===== config.mk =====
export PLATFORM = sky130hd
export DESIGN_NAME = postfix_int16_evaluator_top
export DESIGN_NICKNAME = d
export VERILOG_FILES = /design/src/pfe_pkg.sv /design/src/pfe_div.sv /design/src/pfe_dpath.sv /design/src/pfe_ctrl.sv /design/src/postfix_int16_evaluator_top.sv
export SDC_FILE = /design/constraint.sdc
export NUM_CORES = 2
export LEC_CHECK = 0
export BUFFER_PORTS_ARGS = -buffer_cell sky130_fd_sc_hd__buf_2
export CORE_MARGIN = 5
export CORE_UTILIZATION = 25
export CTS_CLUSTER_DIAMETER = 150
export DETAILED_ROUTE_END_ITERATION = 10
export SYNTH_ARGS = -nofsm -noshare
export SYNTH_HDL_FRONTEND = slang
export SYNTH_HIERARCHICAL = 1
export SYNTH_SLANG_ARGS = --single-unit
export TNS_END_PERCENT = 100

===== constraint.sdc =====
create_clock -name clock -period 8.5 [get_ports clock]
set_input_delay 1.7 -clock clock [delete_from_list [all_inputs] [get_ports clock]]
set_output_delay 1.7 -clock clock [all_outputs]
set_load 0.05 [all_outputs]

===== src/pfe_pkg.sv =====
// ----------------------------------------------------------------------------
// pfe_pkg
// Shared constants, codes and control structs of the postfix evaluator.
// ----------------------------------------------------------------------------
`default_nettype none

package pfe_pkg;

   localparam int STACK_DEPTH = 64;
   localparam int ADDR_W      = $clog2(STACK_DEPTH);
   localparam int CNT_W       = $clog2(STACK_DEPTH + 1);
   localparam int DATA_W      = 16;
   localparam int FUNC_W      = 3;
   localparam int STAT_W      = 3;
   localparam int DIV_CNT_W   = $clog2(DATA_W);

   localparam logic [FUNC_W-1:0] FN_PUSH = 3'd0;
   localparam logic [FUNC_W-1:0] FN_NEG  = 3'd1;
   localparam logic [FUNC_W-1:0] FN_ADD  = 3'd2;
   localparam logic [FUNC_W-1:0] FN_SUB  = 3'd3;
   localparam logic [FUNC_W-1:0] FN_MUL  = 3'd4;
   localparam logic [FUNC_W-1:0] FN_DIV  = 3'd5;
   localparam logic [FUNC_W-1:0] FN_END  = 3'd6;

   localparam logic [STAT_W-1:0] ST_OK       = 3'd0;
   localparam logic [STAT_W-1:0] ST_UNDERFLOW = 3'd1;
   localparam logic [STAT_W-1:0] ST_OVERFLOW = 3'd2;
   localparam logic [STAT_W-1:0] ST_DIVZERO  = 3'd3;
   localparam logic [STAT_W-1:0] ST_LEFTOVER = 3'd4;

   typedef struct packed {
      logic acc;
      logic push;
      logic rd_top;
      logic neg_wb;
      logic rd_sec;
      logic alu_wb;
      logic div_start;
      logic div_zero;
      logic div_wb;
      logic rd_bot;
      logic emit;
      logic err_under;
      logic err_over;
   } cmd_type;

   typedef struct packed {
      logic empty;
      logic lt2;
      logic full;
      logic is_div;
      logic r_zero;
      logic div_done;
      logic rsp_free;
   } sts_type;

endpackage

`default_nettype wire


===== src/pfe_div.sv =====
// ----------------------------------------------------------------------------
// pfe_div
// Iterative signed 16-bit divider, one quotient bit per cycle, truncating.
// ----------------------------------------------------------------------------
`default_nettype none

module pfe_div (
   input  wire logic                          clock,
   input  wire logic                          reset,
   input  wire logic                          start,
   input  wire logic [pfe_pkg::DATA_W-1:0]    dividend,
   input  wire logic [pfe_pkg::DATA_W-1:0]    divisor,
   output logic                               done,
   output logic [pfe_pkg::DATA_W-1:0]         quotient
);

   logic                           busy_ff, busy_in;
   logic                           done_ff, done_in;
   logic [pfe_pkg::DIV_CNT_W-1:0]  cnt_ff, cnt_in;
   logic [pfe_pkg::DATA_W:0]       rem_ff, rem_in;
   logic [pfe_pkg::DATA_W-1:0]     quo_ff, quo_in;
   logic [pfe_pkg::DATA_W-1:0]     dvs_ff, dvs_in;
   logic                           neg_ff, neg_in;
   logic [pfe_pkg::DATA_W:0]       rem_sh;
   logic [pfe_pkg::DATA_W:0]       diff;

   always_comb begin
      rem_sh  = {rem_ff[pfe_pkg::DATA_W-1:0], quo_ff[pfe_pkg::DATA_W-1]};
      diff    = rem_sh - {1'b0, dvs_ff};
      busy_in = busy_ff;
      done_in = 1'b0;
      cnt_in  = cnt_ff;
      rem_in  = rem_ff;
      quo_in  = quo_ff;
      dvs_in  = dvs_ff;
      neg_in  = neg_ff;
      if (start) begin
         busy_in = 1'b1;
         cnt_in  = pfe_pkg::DIV_CNT_W'(pfe_pkg::DATA_W - 1);
         rem_in  = '0;
         quo_in  = dividend[pfe_pkg::DATA_W-1] ? (~dividend + 1'b1) : dividend;
         dvs_in  = divisor[pfe_pkg::DATA_W-1] ? (~divisor + 1'b1) : divisor;
         neg_in  = dividend[pfe_pkg::DATA_W-1] ^ divisor[pfe_pkg::DATA_W-1];
      end else if (busy_ff) begin
         if (!diff[pfe_pkg::DATA_W]) begin
            rem_in = diff;
            quo_in = {quo_ff[pfe_pkg::DATA_W-2:0], 1'b1};
         end else begin
            rem_in = rem_sh;
            quo_in = {quo_ff[pfe_pkg::DATA_W-2:0], 1'b0};
         end
         cnt_in = cnt_ff - 1'b1;
         if (cnt_ff == '0) begin
            busy_in = 1'b0;
            done_in = 1'b1;
         end
      end
   end

   always_ff @(posedge clock) begin
      if (reset) begin
         busy_ff <= 1'b0;
         done_ff <= 1'b0;
      end else begin
         busy_ff <= busy_in;
         done_ff <= done_in;
      end
      cnt_ff <= cnt_in;
      rem_ff <= rem_in;
      quo_ff <= quo_in;
      dvs_ff <= dvs_in;
      neg_ff <= neg_in;
   end

   assign done     = done_ff;
   assign quotient = neg_ff ? (~quo_ff + 1'b1) : quo_ff;

endmodule

`default_nettype wire


===== src/pfe_dpath.sv =====
// ----------------------------------------------------------------------------
// pfe_dpath
// Operand stack memory, count and sticky error, ALU, divider, result register.
// ----------------------------------------------------------------------------
`default_nettype none

module pfe_dpath (
   input  wire logic                          clock,
   input  wire logic                          reset,
   input  wire pfe_pkg::cmd_type              cmd,
   output pfe_pkg::sts_type                   sts,
   input  wire logic [pfe_pkg::FUNC_W-1:0]    func,
   input  wire logic [pfe_pkg::DATA_W-1:0]    operand_value,
   output logic                               rsp_valid,
   input  wire logic                          rsp_ready,
   output logic [pfe_pkg::DATA_W-1:0]         result_value,
   output logic [pfe_pkg::STAT_W-1:0]         status
);

   logic [pfe_pkg::DATA_W-1:0]     mem [pfe_pkg::STACK_DEPTH];
   logic [pfe_pkg::DATA_W-1:0]     rd_data_ff;
   logic [pfe_pkg::CNT_W-1:0]      count_ff, count_in;
   logic [pfe_pkg::STAT_W-1:0]     err_ff, err_in;
   logic [pfe_pkg::FUNC_W-1:0]     func_ff;
   logic [pfe_pkg::DATA_W-1:0]     opr_ff;
   logic                           rsp_valid_ff, rsp_valid_in;
   logic [pfe_pkg::DATA_W-1:0]     rsp_value_ff;
   logic [pfe_pkg::STAT_W-1:0]     rsp_status_ff;
   logic [pfe_pkg::CNT_W-1:0]      cnt_m1, cnt_m2;
   logic                           wr_en, rd_en;
   logic [pfe_pkg::ADDR_W-1:0]     wr_addr, rd_addr;
   logic [pfe_pkg::DATA_W-1:0]     wr_data;
   logic [2*pfe_pkg::DATA_W-1:0]   prod;
   logic [pfe_pkg::DATA_W-1:0]     alu_res;
   logic [pfe_pkg::STAT_W-1:0]     end_status;
   logic                           div_done;
   logic [pfe_pkg::DATA_W-1:0]     div_quo;

   pfe_div u_div (
      .clock    (clock),
      .reset    (reset),
      .start    (cmd.div_start),
      .dividend (rd_data_ff),
      .divisor  (opr_ff),
      .done     (div_done),
      .quotient (div_quo)
   );

   always_comb begin
      cnt_m1 = count_ff - 1'b1;
      cnt_m2 = count_ff - 2'd2;
      prod   = rd_data_ff * opr_ff;
      case (func_ff)
         pfe_pkg::FN_ADD: alu_res = rd_data_ff + opr_ff;
         pfe_pkg::FN_SUB: alu_res = rd_data_ff - opr_ff;
         default:         alu_res = prod[pfe_pkg::DATA_W-1:0];
      endcase

      wr_en   = cmd.push | cmd.neg_wb | cmd.alu_wb | cmd.div_zero | cmd.div_wb;
      wr_addr = cnt_m2[pfe_pkg::ADDR_W-1:0];
      wr_data = '0;
      if (cmd.push) begin
         wr_addr = count_ff[pfe_pkg::ADDR_W-1:0];
         wr_data = operand_value;
      end else if (cmd.neg_wb) begin
         wr_addr = cnt_m1[pfe_pkg::ADDR_W-1:0];
         wr_data = ~rd_data_ff + 1'b1;
      end else if (cmd.alu_wb) begin
         wr_data = alu_res;
      end else if (cmd.div_wb) begin
         wr_data = div_quo;
      end

      rd_en   = cmd.rd_top | cmd.rd_sec | cmd.rd_bot;
      rd_addr = '0;
      if (cmd.rd_top) begin
         rd_addr = cnt_m1[pfe_pkg::ADDR_W-1:0];
      end else if (cmd.rd_sec) begin
         rd_addr = cnt_m2[pfe_pkg::ADDR_W-1:0];
      end

      count_in = count_ff;
      if (cmd.push) begin
         count_in = count_ff + 1'b1;
      end else if (cmd.alu_wb || cmd.div_zero || cmd.div_wb) begin
         count_in = cnt_m1;
      end else if (cmd.emit) begin
         count_in = '0;
      end

      err_in = err_ff;
      if (cmd.emit) begin
         err_in = pfe_pkg::ST_OK;
      end else if (err_ff == pfe_pkg::ST_OK) begin
         if (cmd.err_under) begin
            err_in = pfe_pkg::ST_UNDERFLOW;
         end else if (cmd.err_over) begin
            err_in = pfe_pkg::ST_OVERFLOW;
         end else if (cmd.div_zero) begin
            err_in = pfe_pkg::ST_DIVZERO;
         end
      end

      if (err_ff != pfe_pkg::ST_OK) begin
         end_status = err_ff;
      end else if (count_ff != pfe_pkg::CNT_W'(1)) begin
         end_status = pfe_pkg::ST_LEFTOVER;
      end else begin
         end_status = pfe_pkg::ST_OK;
      end

      rsp_valid_in = rsp_valid_ff;
      if (cmd.emit) begin
         rsp_valid_in = 1'b1;
      end else if (rsp_ready) begin
         rsp_valid_in = 1'b0;
      end
   end

   always_ff @(posedge clock) begin
      if (wr_en) begin
         mem[wr_addr] <= wr_data;
      end
      if (rd_en) begin
         rd_data_ff <= mem[rd_addr];
      end
   end

   always_ff @(posedge clock) begin
      if (reset) begin
         count_ff     <= '0;
         err_ff       <= pfe_pkg::ST_OK;
         rsp_valid_ff <= 1'b0;
      end else begin
         count_ff     <= count_in;
         err_ff       <= err_in;
         rsp_valid_ff <= rsp_valid_in;
      end
      if (cmd.acc) begin
         func_ff <= func;
      end
      if (cmd.rd_sec) begin
         opr_ff <= rd_data_ff;
      end
      if (cmd.emit) begin
         rsp_status_ff <= end_status;
         rsp_value_ff  <= (end_status == pfe_pkg::ST_OK) ? rd_data_ff : '0;
      end
   end

   always_comb begin
      sts.empty    = (count_ff == '0);
      sts.lt2      = (count_ff < pfe_pkg::CNT_W'(2));
      sts.full     = (count_ff == pfe_pkg::CNT_W'(pfe_pkg::STACK_DEPTH));
      sts.is_div   = (func_ff == pfe_pkg::FN_DIV);
      sts.r_zero   = (opr_ff == '0);
      sts.div_done = div_done;
      sts.rsp_free = !rsp_valid_ff || rsp_ready;
   end

   assign rsp_valid    = rsp_valid_ff;
   assign result_value = rsp_value_ff;
   assign status       = rsp_status_ff;

   a_count_bound: assert property (@(posedge clock) disable iff (reset)
      count_ff <= pfe_pkg::CNT_W'(pfe_pkg::STACK_DEPTH))
      else $error("stack count beyond depth");

   a_div_nonzero: assert property (@(posedge clock) disable iff (reset)
      cmd.div_start |-> !sts.r_zero)
      else $error("divider started on zero divisor");

   a_end_clears: assert property (@(posedge clock) disable iff (reset)
      cmd.emit |=> (count_ff == '0) && (err_ff == pfe_pkg::ST_OK) && rsp_valid_ff)
      else $error("end item did not clear state");

   a_err_value: assert property (@(posedge clock) disable iff (reset)
      rsp_valid_ff && (rsp_status_ff != pfe_pkg::ST_OK) |-> (rsp_value_ff == '0))
      else $error("nonzero value with error status");

   a_push_room: assert property (@(posedge clock) disable iff (reset)
      cmd.push |-> !sts.full)
      else $error("push on full stack");

endmodule

`default_nettype wire


===== src/pfe_ctrl.sv =====
// ----------------------------------------------------------------------------
// pfe_ctrl
// Token sequencer: accepts items and steps the datapath through each token.
// ----------------------------------------------------------------------------
`default_nettype none

module pfe_ctrl (
   input  wire logic                          clock,
   input  wire logic                          reset,
   input  wire logic                          req_valid,
   output logic                               req_ready,
   input  wire logic [pfe_pkg::FUNC_W-1:0]    func,
   input  wire pfe_pkg::sts_type              sts,
   output pfe_pkg::cmd_type                   cmd
);

   localparam logic [2:0] S_IDLE = 3'd0;
   localparam logic [2:0] S_NEG  = 3'd1;
   localparam logic [2:0] S_CAPR = 3'd2;
   localparam logic [2:0] S_EXEC = 3'd3;
   localparam logic [2:0] S_DIV  = 3'd4;
   localparam logic [2:0] S_END  = 3'd5;

   logic [2:0] state_ff, state_in;

   always_comb begin
      state_in  = state_ff;
      cmd       = '0;
      req_ready = (state_ff == S_IDLE);
      case (state_ff)
         S_IDLE: begin
            if (req_valid) begin
               cmd.acc = 1'b1;
               case (func)
                  pfe_pkg::FN_PUSH: begin
                     if (sts.full) begin
                        cmd.err_over = 1'b1;
                     end else begin
                        cmd.push = 1'b1;
                     end
                  end
                  pfe_pkg::FN_NEG: begin
                     if (sts.empty) begin
                        cmd.err_under = 1'b1;
                     end else begin
                        cmd.rd_top = 1'b1;
                        state_in   = S_NEG;
                     end
                  end
                  pfe_pkg::FN_ADD, pfe_pkg::FN_SUB, pfe_pkg::FN_MUL, pfe_pkg::FN_DIV: begin
                     if (sts.lt2) begin
                        cmd.err_under = 1'b1;
                     end else begin
                        cmd.rd_top = 1'b1;
                        state_in   = S_CAPR;
                     end
                  end
                  pfe_pkg::FN_END: begin
                     cmd.rd_bot = 1'b1;
                     state_in   = S_END;
                  end
                  default: begin
                  end
               endcase
            end
         end
         S_NEG: begin
            cmd.neg_wb = 1'b1;
            state_in   = S_IDLE;
         end
         S_CAPR: begin
            cmd.rd_sec = 1'b1;
            state_in   = S_EXEC;
         end
         S_EXEC: begin
            if (!sts.is_div) begin
               cmd.alu_wb = 1'b1;
               state_in   = S_IDLE;
            end else if (sts.r_zero) begin
               cmd.div_zero = 1'b1;
               state_in     = S_IDLE;
            end else begin
               cmd.div_start = 1'b1;
               state_in      = S_DIV;
            end
         end
         S_DIV: begin
            if (sts.div_done) begin
               cmd.div_wb = 1'b1;
               state_in   = S_IDLE;
            end
         end
         S_END: begin
            if (sts.rsp_free) begin
               cmd.emit = 1'b1;
               state_in = S_IDLE;
            end
         end
         default: begin
            state_in = S_IDLE;
         end
      endcase
   end

   always_ff @(posedge clock) begin
      if (reset) begin
         state_ff <= S_IDLE;
      end else begin
         state_ff <= state_in;
      end
   end

endmodule

`default_nettype wire


===== src/postfix_int16_evaluator_top.sv =====
// ----------------------------------------------------------------------------
// postfix_int16_evaluator_top
// Postfix token evaluator with a 64-entry operand stack and 16-bit wrapping
// arithmetic; the end token returns the value and a status.
// Push completes on acceptance; negate reads and rewrites the top; add, sub
// and mul read both operands, then write back; divide runs the iterative
// divider unless the divisor is zero; end's result waits for an earlier one.
// One token is in work at a time; the result register lets the next token
// be taken while a result waits. Synchronous reset empties the stack and
// clears the error and the result valid flag; stack memory is not cleared.
// ----------------------------------------------------------------------------
`default_nettype none

module postfix_int16_evaluator_top (
   input  wire logic        clock,
   input  wire logic        reset,
   input  wire logic        req_tvalid,
   output logic             req_tready,
   input  wire logic [15:0] req_tdata,   // [15:0] operand_value
   input  wire logic [2:0]  req_tuser,   // [2:0] func
   output logic             rsp_tvalid,
   input  wire logic        rsp_tready,
   output logic [23:0]      rsp_tdata    // [15:0] result_value, [18:16] status
);

   pfe_pkg::cmd_type                cmd;
   pfe_pkg::sts_type                sts;
   logic [pfe_pkg::DATA_W-1:0]      result_value;
   logic [pfe_pkg::STAT_W-1:0]      status;

   pfe_ctrl u_ctrl (
      .clock     (clock),
      .reset     (reset),
      .req_valid (req_tvalid),
      .req_ready (req_tready),
      .func      (req_tuser),
      .sts       (sts),
      .cmd       (cmd)
   );

   pfe_dpath u_dpath (
      .clock         (clock),
      .reset         (reset),
      .cmd           (cmd),
      .sts           (sts),
      .func          (req_tuser),
      .operand_value (req_tdata),
      .rsp_valid     (rsp_tvalid),
      .rsp_ready     (rsp_tready),
      .result_value  (result_value),
      .status        (status)
   );

   assign rsp_tdata = {5'b0, status, result_value};

endmodule

`default_nettype wire


# After elaboration in Yosys (flattened, before gate mapping)

Memories as Yosys holds them, arrays and structs flattened. A register that Yosys moved wholly into a read port is not among the register bits.
Index checks and enable logic that the tools add are counted.

Bits in writable memories: 1024
Input bits: 23
Word-level logic and storage cells: 152
Output and inout port bits: 26
Bits in registers: 107
Memories kept: 1

Bitwise logic cells: 11
$lt $le $gt $ge: 1
Equality and inequality tests: 22
Add/subtract/negate cells: 10
Multiply operators: 1
Multiplexer cells: 69
Reductions and logical operators: 21

Memory list:

| name        | depth | bits a word | read ports | clocked after memory_dff | wr ports | RTL line        | RTL |
|---|---|---|---|---|---|---|---|
| u_dpath.mem | 64    | 16          | 1          | 1                        | 1        | pfe_dpath.sv:20 | `logic [pfe_pkg::DATA_W-1:0] mem [pfe_pkg::STACK_DEPTH];` |

Operators with widths:

| kind                    | count |
|---|---|
| $mux W16                | 9 |
| $add A16 B1 Y16 const B | 3 |
| $not A16 Y16            | 3 |
| $mux W3                 | 15 |
| $pmux W16 S2            | 1 |
| $mux W1                 | 29 |
| $mux W6                 | 4 |
| $mux W7                 | 3 |
| $eq A3 B2 Y1 const B    | 6 |
| $eq A3 B3 Y1 const B    | 6 |
| $sub A17 B16 Y17        | 1 |
| $add A16 B16 Y16        | 1 |
| $logic_not A16 Y1       | 1 |
| $mul A16 B16 Y16        | 1 |
| $sub A16 B16 Y16        | 1 |
| $mux W15                | 1 |
| $pmux W3 S5             | 1 |
| $logic_not A3 Y1        | 4 |
| $pmux W3 S3             | 1 |
| $reduce_bool A3 Y1      | 3 |
| $add A7 B1 Y7 const B   | 1 |
| $eq A7 B7 Y1 const B    | 1 |
| $logic_not A7 Y1        | 1 |
| $lt A7 B2 Y1 const B    | 1 |
| 23 further kinds        | 37 |

# Longest topological paths before layout

Depth in word-level cells: 11
Depth in mapped cells: 23

# Hierarchy

Netlist, hierarchy kept.

By module, submodules not included:

| module                      | area each (um^2) | cells each | times used | sequential area each (um^2) |
|---|---|---|---|---|
| pfe_dpath                   | 48002.3          | 2816       | 1          | 32571.2 |
| pfe_div                     | 3847.4           | 427        | 1          | 1431.4 |
| pfe_ctrl                    | 429.2            | 58         | 1          | 60.1 |
| postfix_int16_evaluator_top | 41.3             | 6          | 1          | 0.0 |

# Worst setup path after synthesis

No wires, ideal clock.

Path kind: register to register
Start: register u_dpath/rd_data_ff[2] (netlist name), read port of u_dpath.mem
End: memory u_dpath/mem[0][15] (netlist name), data pin
Data arrival time: 7.260 ns
Buffers on the path: 2
Setup slack: 0.652 ns
Setup time: 0.588 ns
Stages on the path, launching flop included: 21
Cell sequence: edfxtp_1 -> clkbuf_1 -> clkbuf_1 -> and2_1 -> fa_1 -> fa_1 -> ha_1 -> fa_1 -> inv_1 -> fa_1 -> fa_1 -> inv_1 -> ha_1 -> o21a_1 -> a2111oi_0 -> o31ai_1 -> a31oi_1 -> xnor2_1 -> nor2_1 -> o21ai_0 -> a31oi_1

Cells in the longest elaborated chain, start to end: 5
Elaborated cells on any way between the ends: 9

RTL lines:

| element                                        | RTL line        | RTL |
|---|---|---|
| from (decl)                                    | pfe_dpath.sv:21 | `logic [pfe_pkg::DATA_W-1:0] rd_data_ff;` |
| $mul A16 B16 Y16, or another cell as far along | pfe_dpath.sv:52 | `prod = rd_data_ff * opr_ff;` |
| $pmux W16 S2                                   | pfe_dpath.sv:53 | `case (func_ff)` |
| $mux W16                                       | pfe_dpath.sv:68 | `end else if (cmd.alu_wb) begin` |
| $mux W16 (*)                                   | pfe_dpath.sv:65 | `end else if (cmd.neg_wb) begin` |
| $mux W16 (*)                                   | pfe_dpath.sv:62 | `if (cmd.push) begin` |
| named net u_dpath.wr_data, one bit             | pfe_dpath.sv:32 | `logic [pfe_pkg::DATA_W-1:0] wr_data;` |
| to (decl)                                      | pfe_dpath.sv:20 |  |

The timed path passes the listed nets; every way through them passes the cells marked *.

# Worst setup path after layout

Start: register u_dpath/opr_ff[2] (netlist name)
End: memory u_dpath/mem[16][13] (netlist name), data pin

Cells in the longest elaborated chain, start to end: 5
Elaborated cells on any way between the ends: 7

RTL lines:

| element                                        | RTL line         | RTL |
|---|---|---|
| from (decl)                                    | pfe_dpath.sv:25  | `logic [pfe_pkg::DATA_W-1:0] opr_ff;` |
| from (signal assigned)                         | pfe_dpath.sv:143 | `opr_ff <= rd_data_ff;` |
| $mul A16 B16 Y16, or another cell as far along | pfe_dpath.sv:52  |  |
| $pmux W16 S2 (*)                               | pfe_dpath.sv:53  |  |
| $mux W16 (*)                                   | pfe_dpath.sv:68  |  |
| $mux W16 (*)                                   | pfe_dpath.sv:65  |  |
| $mux W16 (*)                                   | pfe_dpath.sv:62  |  |
| named net u_dpath.wr_data, one bit             | pfe_dpath.sv:32  |  |

Marked as above.

==> run metrics <==
first-pass iteration count of the detailed router=6; IO Count=49; post-cts repair resize count=0; cell mode on critical path=fa_1; Leakage Power=between 15 and 20 nW; clock share of power=between 20% and 30%; slowest CP cell=a22o_2; ys async rst share=0%; post-DR wirelength/cell=roughly 21 um; Die W=roughly 470 um; f_max=about 0.14 GHz; core area=0.2089 mm2; Arrival @ worst endpoint=7.41 ns; Final Max Slew Viols=0; CTS Root Cell=clkbuf_16; multi-input logic area=between 0.015 and 0.02 mm2; met2 usage=19.51%; # rows=168; vias in the first global route=~30,000; post-route ant nets=0; clk sinks=around 1,100; most frequent cells in the layout=1,111 x edfxtp_1, 321 x nand2_1, 256 x mux4_2; DR vias/cell=4.629; Final Core Density=between 20% and 30%; gr busiest metal=met2; setup_tns=0 ns; layout cell share with drive strength beyond 1=between 10% and 20%; max_slew headroom=~20%; Final Cycle Share=between 80% and 90%; largest net degree at the start of global routing=~70; first-pass GRT wire length=about 200,000 um; clock transition at the registers of the reported paths=~0.06 ns; critical path class=reg2reg; Yosys top cell by area=edfxtp_1; DRT iter0 DRCs=2,736; crit-path cells=and2_1 > fa_1 > fa_1 > ha_1 > fa_1 > inv_1 > fa_1 > fa_1 > inv_1 > ha_1 > o21a_1 > a2111oi_0 > o31ai_1 > xor2_1 > nor2_1 > a21oi_1 > a221o_1 > a22o_2; CTS tree=yes; CP Capture Type=flip-flop; Comb power frac=around 32%; minimum clock period=approximately 7 ns; warnings from Yosys=6; WL final=133,600 um; Switching Power=~5.6 mW; setup violators final=0; Synth area leaders=edfxtp_1 64%, mux4_2 11%, fa_1 3.1%; Startpoint Class=flip-flop; number of flops mapped to enable cells by yosys=approximately 1,100; commonest non-fill, non-tap cell in the layout=edfxtp_1; Main synth FF type=edfxtp_1; residual DRC count=0; Sw Ratio=approximately a third; routability cong.=0.8688; H-tree depth=3; synthesized area=around 0.052 mm2; Seq. cell area=~0.034 mm2; initial core utilization=around a quarter; sequential fraction of the synthesis area=roughly two thirds; gr ovfl total=0; number of max-cap violations=0; CTS Buf Count=about 110; setup bufs post-CTS=0; die height=between 400 and 500 um; Clock Latency Late Sink=0.76 ns; Pwr Density=roughly 290 mW/mm2; Peak VDD IR=between 0.4 and 0.5 mV; gr usage total=12.01%; worst min-delay path class=reg2reg; Avg Inst Size Synth=15.82 um2; # hold bufs at CTS=0; endpoints failing hold=0; synthesized instance count=~3,300; Max Clock Skew=around 0.080 ns; synth unique cells=between 80 and 90; Yosys reg bits=1,146; HPWL after DPL=~84,000 um; die footprint=around 0.22 mm2; initial antenna violation count=5; Seq pwr share=between 30% and 40%; Layout area overhead=15.40%; maximum clock insertion buffer count=3; port buffer count=43; outcome=finished clean; RSZ-0062 raised after global routing=false; Int Power=between 10 and 15 mW; via count=around 30,000; met1 GRT Util=between 10% and 20%; filler cell count in the final layout=20,870; Synth top area share=63.77%; CP max FO=between 60 and 70; met3 GRT Util=2.340%; actual slew at the worst max-slew pin=between 1 and 1.5 ns; slowest cell delay on critical path=between 0.9 and 1 ns; Nets=3,624; WP data required=roughly 9 ns
## layout make-up
type | count | area share (%)
antenna | 1 | 0.004145
clock buffer | 139 | 4.895
clock inverter | 70 | 1.181
inverter | 161 | 1.001
multi-input combinational | 1814 | 28.20
sequential | 1146 | 56.42
tap | 2805 | 5.813
timing repair buffer | 189 | 2.483
## state kept, by name, summed over array words and instances, names as in the netlist
name and count:
u_dpath/mem 1024, u_dpath/opr_ff 16, u_dpath/rd_data_ff 16, u_dpath/result_value 16, u_dpath/u_div/dvs_ff 16, u_dpath/u_div/quo_ff 16, u_dpath/u_div/rem_ff 16, u_dpath/count_ff 7
u_dpath/u_div/cnt_ff 4, u_ctrl/state_ff 3, u_dpath/func_ff 3, u_dpath/status 3, u_dpath/err_ff 2, u_dpath/rsp_valid 1, u_dpath/u_div/busy_ff 1, u_dpath/u_div/done 1
u_dpath/u_div/neg_ff 1
## power groups by stage
stage / logic [mW] / registers, mW / clock network, mW
3_5_place_dp: 5.57 / 6.83 / 0
2_1_floorplan: 3.94 / 6.81 / 0
6_report: 5.60 / 6.71 / 4.95
4_1_cts: 5.63 / 6.71 / 5.07
3_3_place_gp: 5.58 / 6.83 / 0
5_1_grt: 6.24 / 6.72 / 5.31
## metrics by stage
step | power, mW | cells | area (um2) | setup WS (ns) | hold slack, ns
2_1_floorplan | 10.75 | 3311 | 52340 | 0.6522 | 0.4526
3_3_place_gp | 12.41 | 6115 | 56700 | 1.529 | 0.4734
3_5_place_dp | 12.41 | 6115 | 56700 | 1.439 | 0.4843
4_1_cts | 17.41 | 6324 | 60370 | 1.389 | 0.4923
5_1_grt | 18.27 | 6324 | 60370 | 1.068 | 0.5089
6_report | 17.26 | 6325 | 60380 | 1.413 | 0.4892
## cells by family (layout without fill, tap and decap cells)
logic type      after synthesis  after routing  share of synthesized area (%)
simple gates                787            787                          7.124
flops                      1146           1146                          65.10
other cells                   1              6                       0.007167
mux                         281            281                          11.52
buf+inv                     351            559                          2.772
xor+xnor                    145            145                          2.468
compound gates              420            420                          5.615
fa+ha+maj                   176            176                          5.385
## synthesized netlist by cell type, types with 9 or more instances
cell type and instances:
and2_1 145, a31oi_1 59, o21ai_0 42, buf_2 25, nor4_1 12, or3_1 10
nor2b_1 10, o21bai_1 9, nand2b_1 23, dfxtp_1 35, xnor2_1 92, a21oi_1 78
clkbuf_1 131, edfxtp_1 1111, nor3_1 27, mux2i_1 17, a311oi_1 20, buf_1 10
inv_1 161, nand3_1 25, a311o_1 18, nand2_1 322, xor2_1 51, ha_1 94
buf_4 21, a21o_1 13, o31ai_1 18, a211oi_1 95, nor2_1 164, fa_1 82
nand3b_1 9, mux4_2 256
## worst paths after layout
path	startpoint	to	slack (ns)	depth (start not counted)
min reg2reg	u_dpath/u_div/rem_ff[7]	u_dpath/u_div/rem_ff[7]	0.49	2
max reg2reg	u_dpath/opr_ff[2]	u_dpath/mem[16][13]	1.41	18
min	u_dpath/u_div/rem_ff[7]	u_dpath/u_div/rem_ff[7]	0.49	2
max	u_dpath/opr_ff[2]	u_dpath/mem[16][13]	1.41	18
## critical path, delay by kind of cell (launching register included)
family                   cells  cell delay (ns)
adder cells (fa/ha/maj)      7             2.95
AO/OA/AOI/OAI                6             2.30
flip-flops                   1             0.83
AND/OR/NAND/NOR              2             0.30
XOR/XNOR                     1             0.18
buffers and inverters        2             0.09
## per-layer routing
layer / vias up / routed length, um
met1: 15310 / 57710
li1: 12890 / -
met4: 0 / 3208
met5: - / 0
met3: 175 / 8978
met2: 910 / 63700
(Power assumes the default switching activity.)
